`src/hw/rtl/kcc_pkg.sv`:
```
// Shared types and constants of the key click classifier.
// No dependencies; used by kcc_key and key_click_classifier_top.
package kcc_pkg;

  // Width of the pin field; keys beyond it never read as pressed
  localparam int unsigned PinWidth  = 6;
  localparam int unsigned FlagWidth = 7;

  // Event flag encoding
  localparam logic [FlagWidth-1:0] FLAG_HOLD   = 7'h01;
  localparam logic [FlagWidth-1:0] FLAG_DOWN   = 7'h02;
  localparam logic [FlagWidth-1:0] FLAG_UP     = 7'h04;
  localparam logic [FlagWidth-1:0] FLAG_SINGLE = 7'h08;
  localparam logic [FlagWidth-1:0] FLAG_DOUBLE = 7'h10;
  localparam logic [FlagWidth-1:0] FLAG_LONG   = 7'h20;
  localparam logic [FlagWidth-1:0] FLAG_REPEAT = 7'h40;

  // Operation codes carried in tuser
  localparam logic OP_TICK  = 1'b0;
  localparam logic OP_CHECK = 1'b1;

  // Register indexes (byte address = 4 * index)
  localparam logic [1:0] REG_DOUBLE_WINDOW   = 2'd0;
  localparam logic [1:0] REG_LONG_PRESS_TIME = 2'd1;
  localparam logic [1:0] REG_REPEAT_INTERVAL = 2'd2;
  localparam logic [1:0] REG_SCAN_DIVIDER    = 2'd3;

  // Register reset values
  localparam logic [7:0] DOUBLE_WINDOW_RST   = 8'd10;
  localparam logic [7:0] LONG_PRESS_TIME_RST = 8'd50;
  localparam logic [7:0] REPEAT_INTERVAL_RST = 8'd10;
  localparam logic [7:0] SCAN_DIVIDER_RST    = 8'd5;

  typedef struct packed {
    logic [7:0] double_window;
    logic [7:0] long_press_time;
    logic [7:0] repeat_interval;
    logic [7:0] scan_divider;
  } kcc_cfg_t;

  // Per-key control for one processed request
  typedef struct packed {
    logic tick;     // timer countdown
    logic scan;     // sample pin and step the machine (only with tick)
    logic pressed;  // sampled pin, active high
    logic clear;    // clear the masked flags
  } kcc_key_ctrl_t;

endpackage

```
`src/hw/rtl/key_click_classifier_top.sv`:
```
// Key click classifier top level: stream ports, APB registers, key array.
// Depends on kcc_pkg and kcc_key.
//
// Takes one request per clock cycle while the output is not stalled and returns
// one result per request: the request is held in an input register, all keys
// are updated in parallel in a single combinational stage, and the result is
// captured in an output register. A tick request (tuser 0) counts down the key
// timers and, every scan_divider-th tick, samples the active-low pins and steps
// each key's click machine; it returns a zero result. A check request (tuser 1)
// returns the addressed key's flags and whether any masked flag was set, then
// clears those flags unless the mask is hold alone. The user must write the
// registers through APB only while the stream is idle; the block itself does
// not enforce this.
module key_click_classifier_top #(
  parameter int unsigned NUM_KEYS = 6
) (
  input  logic        clk_i,
  input  logic        rst_ni,
  // APB configuration port
  input  logic        psel,
  input  logic        penable,
  input  logic        pwrite,
  input  logic [3:0]  paddr,
  input  logic [31:0] pwdata,
  output logic [31:0] prdata,
  output logic        pready,
  // Request stream
  input  logic        s_axis_tvalid,
  output logic        s_axis_tready,
  input  logic [15:0] s_axis_tdata,  // pin_levels[5:0], key_index[8:6], flag_mask[15:9]
  input  logic        s_axis_tuser,  // operation: 0 tick, 1 check
  // Result stream
  output logic        m_axis_tvalid,
  input  logic        m_axis_tready,
  output logic [7:0]  m_axis_tdata   // check_hit[0], key_flags[7:1]
);
  import kcc_pkg::*;

  // Configuration registers
  kcc_cfg_t cfg_q;
  logic     cfg_wr;

  assign pready = 1'b1;
  assign cfg_wr = psel & penable & pwrite & pready;

  always_ff @(posedge clk_i or negedge rst_ni) begin
    if (!rst_ni) begin
      cfg_q.double_window   <= DOUBLE_WINDOW_RST;
      cfg_q.long_press_time <= LONG_PRESS_TIME_RST;
      cfg_q.repeat_interval <= REPEAT_INTERVAL_RST;
      cfg_q.scan_divider    <= SCAN_DIVIDER_RST;
    end else if (cfg_wr) begin
      case (paddr[3:2])
        REG_DOUBLE_WINDOW:   cfg_q.double_window   <= pwdata[7:0];
        REG_LONG_PRESS_TIME: cfg_q.long_press_time <= pwdata[7:0];
        REG_REPEAT_INTERVAL: cfg_q.repeat_interval <= pwdata[7:0];
        REG_SCAN_DIVIDER:    cfg_q.scan_divider    <= pwdata[7:0];
        default:             cfg_q                 <= cfg_q;
      endcase
    end
  end

  always_comb begin
    case (paddr[3:2])
      REG_DOUBLE_WINDOW:   prdata = {24'd0, cfg_q.double_window};
      REG_LONG_PRESS_TIME: prdata = {24'd0, cfg_q.long_press_time};
      REG_REPEAT_INTERVAL: prdata = {24'd0, cfg_q.repeat_interval};
      REG_SCAN_DIVIDER:    prdata = {24'd0, cfg_q.scan_divider};
      default:             prdata = 32'd0;
    endcase
  end

  // Input register
  logic                 in_valid_q;
  logic                 in_op_q;
  logic [PinWidth-1:0]  in_pins_q;
  logic [2:0]           in_idx_q;
  logic [FlagWidth-1:0] in_mask_q;
  logic                 out_valid_q;
  logic                 advance;

  assign advance       = in_valid_q & (~out_valid_q | m_axis_tready);
  assign s_axis_tready = ~in_valid_q | advance;

  always_ff @(posedge clk_i or negedge rst_ni) begin
    if (!rst_ni) begin
      in_valid_q <= 1'b0;
    end else if (s_axis_tready) begin
      in_valid_q <= s_axis_tvalid;
    end
  end

  always_ff @(posedge clk_i) begin
    if (s_axis_tvalid && s_axis_tready) begin
      in_op_q   <= s_axis_tuser;
      in_pins_q <= s_axis_tdata[5:0];
      in_idx_q  <= s_axis_tdata[8:6];
      in_mask_q <= s_axis_tdata[15:9];
    end
  end

  // Scan prescaler
  logic [7:0] prescale_q, prescale_inc;
  logic       do_tick, do_check, do_scan;

  assign do_tick      = advance & (in_op_q == OP_TICK);
  assign do_check     = advance & (in_op_q == OP_CHECK);
  assign prescale_inc = prescale_q + 8'd1;
  assign do_scan      = do_tick & (prescale_inc >= cfg_q.scan_divider);

  always_ff @(posedge clk_i or negedge rst_ni) begin
    if (!rst_ni) begin
      prescale_q <= 8'd0;
    end else if (do_tick) begin
      prescale_q <= do_scan ? 8'd0 : prescale_inc;
    end
  end

  // Check lookup: select the addressed key's flags
  logic [FlagWidth-1:0] key_flags [NUM_KEYS];
  logic [FlagWidth-1:0] sel_flags;
  logic                 idx_ok, hit, clear_ok;

  assign idx_ok = 32'(in_idx_q) < NUM_KEYS;

  always_comb begin
    sel_flags = '0;
    for (int k = 0; k < NUM_KEYS; k++) begin
      if (32'(in_idx_q) == k) begin
        sel_flags = sel_flags | key_flags[k];
      end
    end
  end

  assign hit      = idx_ok & ((sel_flags & in_mask_q) != '0);
  assign clear_ok = do_check & hit & (in_mask_q != FLAG_HOLD);

  // Key array
  for (genvar k = 0; k < NUM_KEYS; k++) begin : g_key
    kcc_key_ctrl_t ctrl;
    logic          pressed;

    if (k < PinWidth) begin : g_pin
      assign pressed = ~in_pins_q[k];
    end else begin : g_nopin
      assign pressed = 1'b0;
    end

    assign ctrl.tick    = do_tick;
    assign ctrl.scan    = do_scan;
    assign ctrl.pressed = pressed;
    assign ctrl.clear   = clear_ok & (32'(in_idx_q) == k);

    kcc_key u_key (
      .clk_i        (clk_i),
      .rst_ni       (rst_ni),
      .cfg_i        (cfg_q),
      .ctrl_i       (ctrl),
      .clear_mask_i (in_mask_q),
      .flags_o      (key_flags[k])
    );
  end

  // Result register
  logic                 out_hit_q;
  logic [FlagWidth-1:0] out_flags_q;

  always_ff @(posedge clk_i or negedge rst_ni) begin
    if (!rst_ni) begin
      out_valid_q <= 1'b0;
    end else if (advance) begin
      out_valid_q <= 1'b1;
    end else if (m_axis_tready) begin
      out_valid_q <= 1'b0;
    end
  end

  always_ff @(posedge clk_i) begin
    if (advance) begin
      out_hit_q   <= do_check & hit;
      out_flags_q <= (do_check && idx_ok) ? sel_flags : '0;
    end
  end

  assign m_axis_tvalid = out_valid_q;
  assign m_axis_tdata  = {out_flags_q, out_hit_q};

  // Assertions
  a_tick_result_zero: assert property (@(posedge clk_i) disable iff (!rst_ni)
    do_tick |=> (m_axis_tvalid && m_axis_tdata == 8'd0))
    else $error("tick request produced a nonzero result");

  a_scan_clears_prescale: assert property (@(posedge clk_i) disable iff (!rst_ni)
    do_scan |=> (prescale_q == 8'd0))
    else $error("prescaler not cleared after a scan");

  a_hit_has_flags: assert property (@(posedge clk_i) disable iff (!rst_ni)
    (m_axis_tvalid && m_axis_tdata[0]) |-> (m_axis_tdata[7:1] != 7'd0))
    else $error("check hit reported with no flags");

  a_out_range_no_hit: assert property (@(posedge clk_i) disable iff (!rst_ni)
    (do_check && !idx_ok) |=> (m_axis_tdata == 8'd0))
    else $error("out of range key reported a result");

endmodule

```
`src/hw/rtl/kcc_key.sv`:
```
// One key: press timer, five-state click machine and sticky event flags.
// Depends on kcc_pkg.
module kcc_key (
  input  logic                           clk_i,
  input  logic                           rst_ni,
  input  kcc_pkg::kcc_cfg_t              cfg_i,
  input  kcc_pkg::kcc_key_ctrl_t         ctrl_i,
  input  logic [kcc_pkg::FlagWidth-1:0]  clear_mask_i,
  output logic [kcc_pkg::FlagWidth-1:0]  flags_o
);
  import kcc_pkg::*;

  typedef enum logic [2:0] {
    ST_IDLE    = 3'd0,
    ST_PRESSED = 3'd1,
    ST_WAIT    = 3'd2,
    ST_SECOND  = 3'd3,
    ST_LONG    = 3'd4
  } click_state_e;

  click_state_e         state_q, state_d;
  logic [7:0]           timer_q, timer_d, timer_dec;
  logic                 cur_q, cur_d;
  logic [FlagWidth-1:0] flags_q, flags_d;

  // Next-state logic: countdown first, then the scan step sees the new timer
  always_comb begin
    timer_dec = (timer_q != 8'd0) ? (timer_q - 8'd1) : timer_q;
    state_d   = state_q;
    timer_d   = timer_q;
    cur_d     = cur_q;
    flags_d   = flags_q;

    if (ctrl_i.tick) begin
      timer_d = timer_dec;
    end

    if (ctrl_i.scan) begin
      cur_d = ctrl_i.pressed;
      if (ctrl_i.pressed) begin
        flags_d = flags_d | FLAG_HOLD;
      end else begin
        flags_d = flags_d & ~FLAG_HOLD;
      end
      if (ctrl_i.pressed && !cur_q) begin
        flags_d = flags_d | FLAG_DOWN;
      end
      if (!ctrl_i.pressed && cur_q) begin
        flags_d = flags_d | FLAG_UP;
      end

      case (state_q)
        ST_IDLE: begin
          if (ctrl_i.pressed) begin
            timer_d = cfg_i.long_press_time;
            state_d = ST_PRESSED;
          end
        end
        ST_PRESSED: begin
          if (!ctrl_i.pressed) begin
            timer_d = cfg_i.double_window;
            state_d = ST_WAIT;
          end else if (timer_dec == 8'd0) begin
            timer_d = cfg_i.repeat_interval;
            flags_d = flags_d | FLAG_LONG;
            state_d = ST_LONG;
          end
        end
        ST_WAIT: begin
          if (ctrl_i.pressed) begin
            flags_d = flags_d | FLAG_DOUBLE;
            state_d = ST_SECOND;
          end else if (timer_dec == 8'd0) begin
            flags_d = flags_d | FLAG_SINGLE;
            state_d = ST_IDLE;
          end
        end
        ST_SECOND: begin
          if (!ctrl_i.pressed) begin
            state_d = ST_IDLE;
          end
        end
        ST_LONG: begin
          if (!ctrl_i.pressed) begin
            state_d = ST_IDLE;
          end else if (timer_dec == 8'd0) begin
            timer_d = cfg_i.repeat_interval;
            flags_d = flags_d | FLAG_REPEAT;
          end
        end
        default: begin
          state_d = state_q;
        end
      endcase
    end

    // A check request clears the masked flags
    if (ctrl_i.clear) begin
      flags_d = flags_q & ~clear_mask_i;
    end
  end

  always_ff @(posedge clk_i or negedge rst_ni) begin
    if (!rst_ni) begin
      state_q <= ST_IDLE;
      timer_q <= 8'd0;
      cur_q   <= 1'b0;
      flags_q <= '0;
    end else begin
      state_q <= state_d;
      timer_q <= timer_d;
      cur_q   <= cur_d;
      flags_q <= flags_d;
    end
  end

  assign flags_o = flags_q;

endmodule

```
`config.mk`:
```
export PLATFORM = sky130hd
export DESIGN_NAME = key_click_classifier_top
export DESIGN_NICKNAME = d
export VERILOG_FILES = /design/src/hw/rtl/kcc_pkg.sv /design/src/hw/rtl/key_click_classifier_top.sv /design/src/hw/rtl/kcc_key.sv
export SDC_FILE = /design/constraint.sdc
export NUM_CORES = 1
export LEC_CHECK = 0
export ABC_CLOCK_PERIOD_IN_PS = 9200
export BUFFER_PORTS_ARGS = -buffer_cell sky130_fd_sc_hd__buf_2
export CAP_MARGIN = 20
export CORE_UTILIZATION = 30
export DETAILED_ROUTE_END_ITERATION = 16
export SLEW_MARGIN = 25
export SYNTH_ARGS = -nofsm -noshare
export SYNTH_HDL_FRONTEND = slang
export SYNTH_HIERARCHICAL = 1
export SYNTH_SLANG_ARGS = --single-unit
export TNS_END_PERCENT = 50
```
`constraint.sdc`:
```
create_clock -name clk_i -period 9.2 [get_ports clk_i]
set_clock_uncertainty 0.2 [all_clocks]
set_input_delay 0.46 -clock clk_i [delete_from_list [all_inputs] [get_ports clk_i]]
set_output_delay 0.46 -clock clk_i [all_outputs]
set_load 0.05 [all_outputs]
```
Yosys cells after proc, flatten, opt, wreduce, memory -nomap -nowiden:

Cells that the tools add are included.

* $lt $le $gt $ge: 2
* add/sub/neg operators: 7
* bitwise operators: 39
* reductions and logical operators: 70
* mux-type cells: 172
* equality and inequality tests: 57

Operators with widths (number)
* 2-to-1 mux 8 bit: 43
* 2-to-1 mux 7 bit: 30
* case mux 8 bit (3 select lines): 6
* case mux 32 bit (4 select lines): 1
* 2-to-1 mux 3 bit: 42
* case mux 7 bit (3 select lines): 6
* 2-to-1 mux 6 bit: 12
* case mux 3 bit (4 select lines): 6
* AND 7 bit: 7
* zero test 8 bit: 6
* nonzero test 8 bit: 6
* subtractor 8 x 1 -> 8 bit, second input constant: 6
* == test 3 x 2 -> 1 bit, second input constant: 14
* inequality test 3 x 2 -> 1 bit, second input constant: 12
* AND reduction 6 bit: 6
* bitwise OR 7 bit: 5
* 2-to-1 mux 5 bit: 6
* == test 3 bit, second input constant: 8
* 2-to-1 mux 4 bit: 6
* nonzero test 4 bit: 6
* == test 3 x 1 -> 1 bit, second input constant: 7
* zero test 3 bit: 7
* AND 1 bit: 15
* logical AND 1 bit: 14
* other kinds (19): 70

* input bits: 60
* output and inout port bits: 43
* word-level logic and storage cells: 384
* flip-flop bits (word level): 181

Logic depth before layout (Yosys ltp):

* word-level depth: 19
* gate-level depth with buffers: 17
* depth with buffers taken out: 16

Cells and area by module:

Netlist, hierarchy kept.

By module, submodules not included
* kcc_key at g_key[0].u_key ...: cells an instance 201, instances 3, area an instance 1619.1 µm², sequential area each 475.5 µm²
* key_click_classifier_top: cells an instance 310, instances 1, area an instance 3723.6 µm², sequential area each 1813.0 µm²
* kcc_key at g_key[3].u_key ...: cells an instance 195, instances 2, area an instance 1480.2 µm², sequential area each 475.5 µm²
* kcc_key at g_key[5].u_key: cells an instance 213, instances 1, area an instance 1591.5 µm², sequential area each 475.5 µm²

Worst setup path before layout:

Ideal clock, no wire load.

* kind: register -> register
* from: register prescale_q[0]
* to: register g_key[5].u_key.timer_q[1]
* data required time: 8.874 ns
* data arrival time: 3.746 ns
* clock period less this slack: 4.072 ns
* cell stages (with the launch flop): 14
* slack: 5.128 ns
* library setup time: 0.126 ns
* cells stage by stage: dfrtp_1 > ha_1 > nand3_1 > nor2_1 > xor2_1 > ha_1 > nand4_1 > o31ai_1 > and2_1 > nand2b_1 > a21oi_1 > clkbuf_1 > nor2_1 > a221o_1

* longest elaborated chain between the ends: 4

Ends and longest elaborated chain
* from (decl): line key_click_classifier_top.sv:103 `logic [7:0] prescale_q, prescale_inc;`
* from (signal assigned): line key_click_classifier_top.sv:115 `prescale_q <= do_scan ? 8'd0 : prescale_inc;`
* adder 8 x 1 -> 8 bit: line key_click_classifier_top.sv:108 `assign prescale_inc = prescale_q + 8'd1;`
* >= comparator 8 bit: line key_click_classifier_top.sv:109 `assign do_scan = do_tick & (prescale_inc >= cfg_q.scan_divider);`
* AND 1 bit: line key_click_classifier_top.sv:109
* named net do_scan: line key_click_classifier_top.sv:104 `logic do_tick, do_check, do_scan;`
* 2-to-1 mux 8 bit: line kcc_key.sv:38 `if (ctrl_i.scan) begin`
* named net g_key[5].u_key.timer_d[1]: line kcc_key.sv:22 `logic [7:0] timer_q, timer_d, timer_dec;`
* to (signal assigned): line kcc_key.sv:111 `timer_q <= timer_d;`
* to (decl): line kcc_key.sv:22

The timed path passes the listed nets, and every way through them passes these cells.
A chain may end at the register's enable or synchronous reset.

Worst setup path in the final report:

* from: register prescale_q[0]
* to: register g_key[5].u_key.timer_q[7]

Same word-level chain as after synthesis.

==> summary.txt <==
Timing
  • Worst relative slew slack: 28.2%
  • Final hold violations: 0
  • Hold WS: 21.3 ps
  • RSZ-0062 raised after global routing: false
  • Total negative slack: 0 ps
  • Max Slew Vio Count: 0
  • Slew at the pin closest to its max-slew limit: 1070 ps
  • Final period utilization: 51.1%
  • Max frequency: 213 MHz
  • Slack of the critical path: 4500 ps
  • Final setup viols: 0
  • Min Tclk post-route: 4700 ps

Clock tree
  • Post-CTS Resized: 0
  • Clock-pin slew on the worst setup and hold paths: 80 ps
  • Hold_buf cts: 14
  • CTS Buf Count: 17
  • H-tree levels: 4
  • Latest clock arrival within the worst-skew pair: 450 ps
  • CTS tree: yes
  • Maximum buffer depth of the clock tree: 2
  • # Post-CTS Setup Buffers: 0
  • # clock sinks: 181
  • CTS root buffer: clkbuf_16

Place
  • HPWL Detailed: 27200 µm
  • PortBufs: 51
  • Placed cell count: 2086
  • Gpl congestion: 0.869
  • Place WS: 4610 ps
  • Area after DPL: 0.0137 mm²

Logic synthesis
  • Top cells by area, synth: dfrtp_1 (28%), edfxtp_1 (5.7%), a21oi_1 (4.4%)
  • Most frequent cell after synthesis: dfrtp_1
  • Simple-gate share of the synthesized area: 19.1%
  • Commonest cells post-synth: dfrtp_1 (147), nand2_1 (127), nor2_1 (123)
  • Post-synth ARST share: 86.2%
  • Post-Syn Area: 0.0131 mm²
  • Multiplexer share of the synthesized area: 8.77%
  • Post-synthesis adder-cell area fraction: 2.00%
  • Seq cells post-synth: 181
  • Post-synth EDFFs: 25
  • Mean Syn Cell Area: 8.66 µm²
  • Synth top area share: 28.0%
  • Post-Syn Instances: 1516
  • Register area share after synthesis: 35.5%
  • Post-synthesis xor/xnor area fraction: 1.00%
  • Most used flip-flop cell after synthesis: dfrtp_1
  • Post-synth top area cell: dfrtp_1
  • Yosys warnings: 6
  • Largest family of logic cells by synthesized area: compound AO/OA/AOI/OAI gates
  • Post-synth cell types: 87
  • Compound-cell area share of the yosys netlist: 26.5%

Flow run
  • Max Cap Viol: 0

Worst setup path
  • CP required: 9280 ps
  • Worst Setup Start Kind: register
  • Slowest stage delay, CP: 840 ps
  • CP max stage cell: a21oi_1
  • Worst Path Max Fanout: 38
  • Type of the worst setup path: register to register
  • Worst EP arrival: 4780 ps
  • Cells along the critical path: and3_1 -> nand3_1 -> nor2_1 -> xor2_1 -> ha_1 -> nand4_1 -> o31ai_1 -> buf_4 -> and2_1 -> buf_4 -> nand2b_1 -> a21oi_1 -> o21ai_0 -> or2_2 -> mux2i_1 -> a21oi_1
  • CP endpoint kind: register

Layout
  • Diodes inserted: 0
  • Layout fillers: 4459
  • Nets: 1616
  • Final instance area: 0.0145 mm²
  • Non-Filler Instances: 2133
  • Fin util: 33.6%
  • Share of cells above drive strength 1: 14.5%
  • Syn-to-layout area delta: 10.5%

Hold path
  • Hold Path Class: primary input to register

Global routing
  • Initial antenna violation count: 2
  • Pin count of the biggest net entering global routing: 86
  • GRT overflow: 0
  • First-pass GRT wire length: 64300 µm
  • Vias in the first global route: 11400
  • GRT Overall Usage: 18.5%

Pwr
  • Leakage: 5.99 nW
  • Pwr dens: 264 mW/mm²
  • Peak supply drop: 0.107 mV
  • Overall power: 3.83 mW

Die
  • Row cnt: 76
  • Die Y-Extent: 211 µm
  • Core ar.: 0.0432 mm²
  • Die Wd: 211 µm
  • Die Area: 0.0446 mm²
  • Initial Util: 30.4%
  • Top Ports: 103

Detailed routing
  • Vias per cell: 5.62
  • DR top layer: met5
  • Via count: 12000
  • Residual DRC: 0
  • M1 WL: 18400 µm
  • Drt pass-1 iters: 8
  • Wire length on met2: 18500 µm
  • Routed WL: 40700 µm
  • Avg WL per Cell: 19.1 µm
  • Met3 routed WL: 2650 µm
  • DRT iter0 DRCs: 1137
  • Post-route ant nets: 0

Outcome
  • Outcome: complete, no violations
[logic make-up (layout without fill, tap and decap cells)]
logic type | Yosys count | count (layout)
other | 2 | 25
AOI/OAI and AO/OA | 518 | 518
buffers and inverters | 199 | 208
adders and majority gates | 21 | 21
and+or+nand+nor | 485 | 485
muxes | 95 | 95
DFF | 181 | 181
xor gates and xnor gates | 15 | 15
[routing by layer]
metal  vias to the layer above  GRT usage, %
met2                       479          28.9
met1                      5848          25.6
li1                       5592             -
met5                         -             0
met3                        63          2.82
met4                         2          6.70
[final cells by class]
| cell class | count | area, µm² | area share [%] |
|---|---|---|---|
| sequential | 181 | 4670 | 32.1 |
| tap | 585 | 732 | 5.04 |
| inverter | 97 | 364 | 2.51 |
| clock inverter | 15 | 189 | 1.30 |
| multi-input combinational | 1159 | 7630 | 52.5 |
| timing repair buffer | 79 | 513 | 3.53 |
| clock buffer | 17 | 425 | 2.93 |
[critical path, delay by kind of cell (launching register included)]
| kind | cells | cell delay [ps] |
|---|---|---|
| AOI/OAI and AO/OA | 4 | 1450 |
| buffers and inverters | 2 | 600 |
| DFF | 1 | 440 |
| and+or+nand+nor | 7 | 1270 |
| adders and majority gates | 1 | 320 |
| muxes | 1 | 120 |
| xor gates and xnor gates | 1 | 100 |
[flip-flops by register name, indices dropped and copies added (netlist names)]
register and flops:
out_hit_q 1, in_pins_q 6, m_axis_tvalid 1, g_key.u_key/flags_o 42, prescale_q 8, in_idx_q 3, in_op_q 1, g_key.u_key/cur_q 6
g_key.u_key/state_q 18, in_valid_q 1, g_key.u_key/timer_q 48, in_mask_q 7, out_flags_q 7, cfg_q 32
[cell usage in the layout, fill, tap and decap left out, drive strengths merged, types with 39 or more instances in the layout]
master and count:
mux2 57, nor2 123, nor3 39, inv 101, nand2 130, a21oi 115
a31oi 44, buf 64, o21ai 117, dfrtp 147
[path summary, 6_finish.rpt]
check	from	endpoint	slack, ps	cells past startpoint
max	prescale_q[0]	g_key[5].u_key/timer_q[7]	4500	16
min	s_axis_tdata[1]	in_pins_q[1]	20	1
max reg2reg	prescale_q[0]	g_key[5].u_key/timer_q[7]	4500	16
min reg2reg	g_key[4].u_key/cur_q	g_key[4].u_key/cur_q	310	1
max in group asynchronous	rst_ni	g_key[5].u_key/timer_q[4]	7140	3
min in group asynchronous	rst_ni	g_key[2].u_key/timer_q[4]	440	2
[report_power, final]
group	leakage (nW)	switching [mW]	internal, mW	total, mW
registers	2.09	0.447	1.01	1.46
logic	3.60	0.918	0.681	1.60
clock network	0.299	0.362	0.414	0.776
total	5.99	1.73	2.11	3.83
Power figures use the tool's default switching activity.
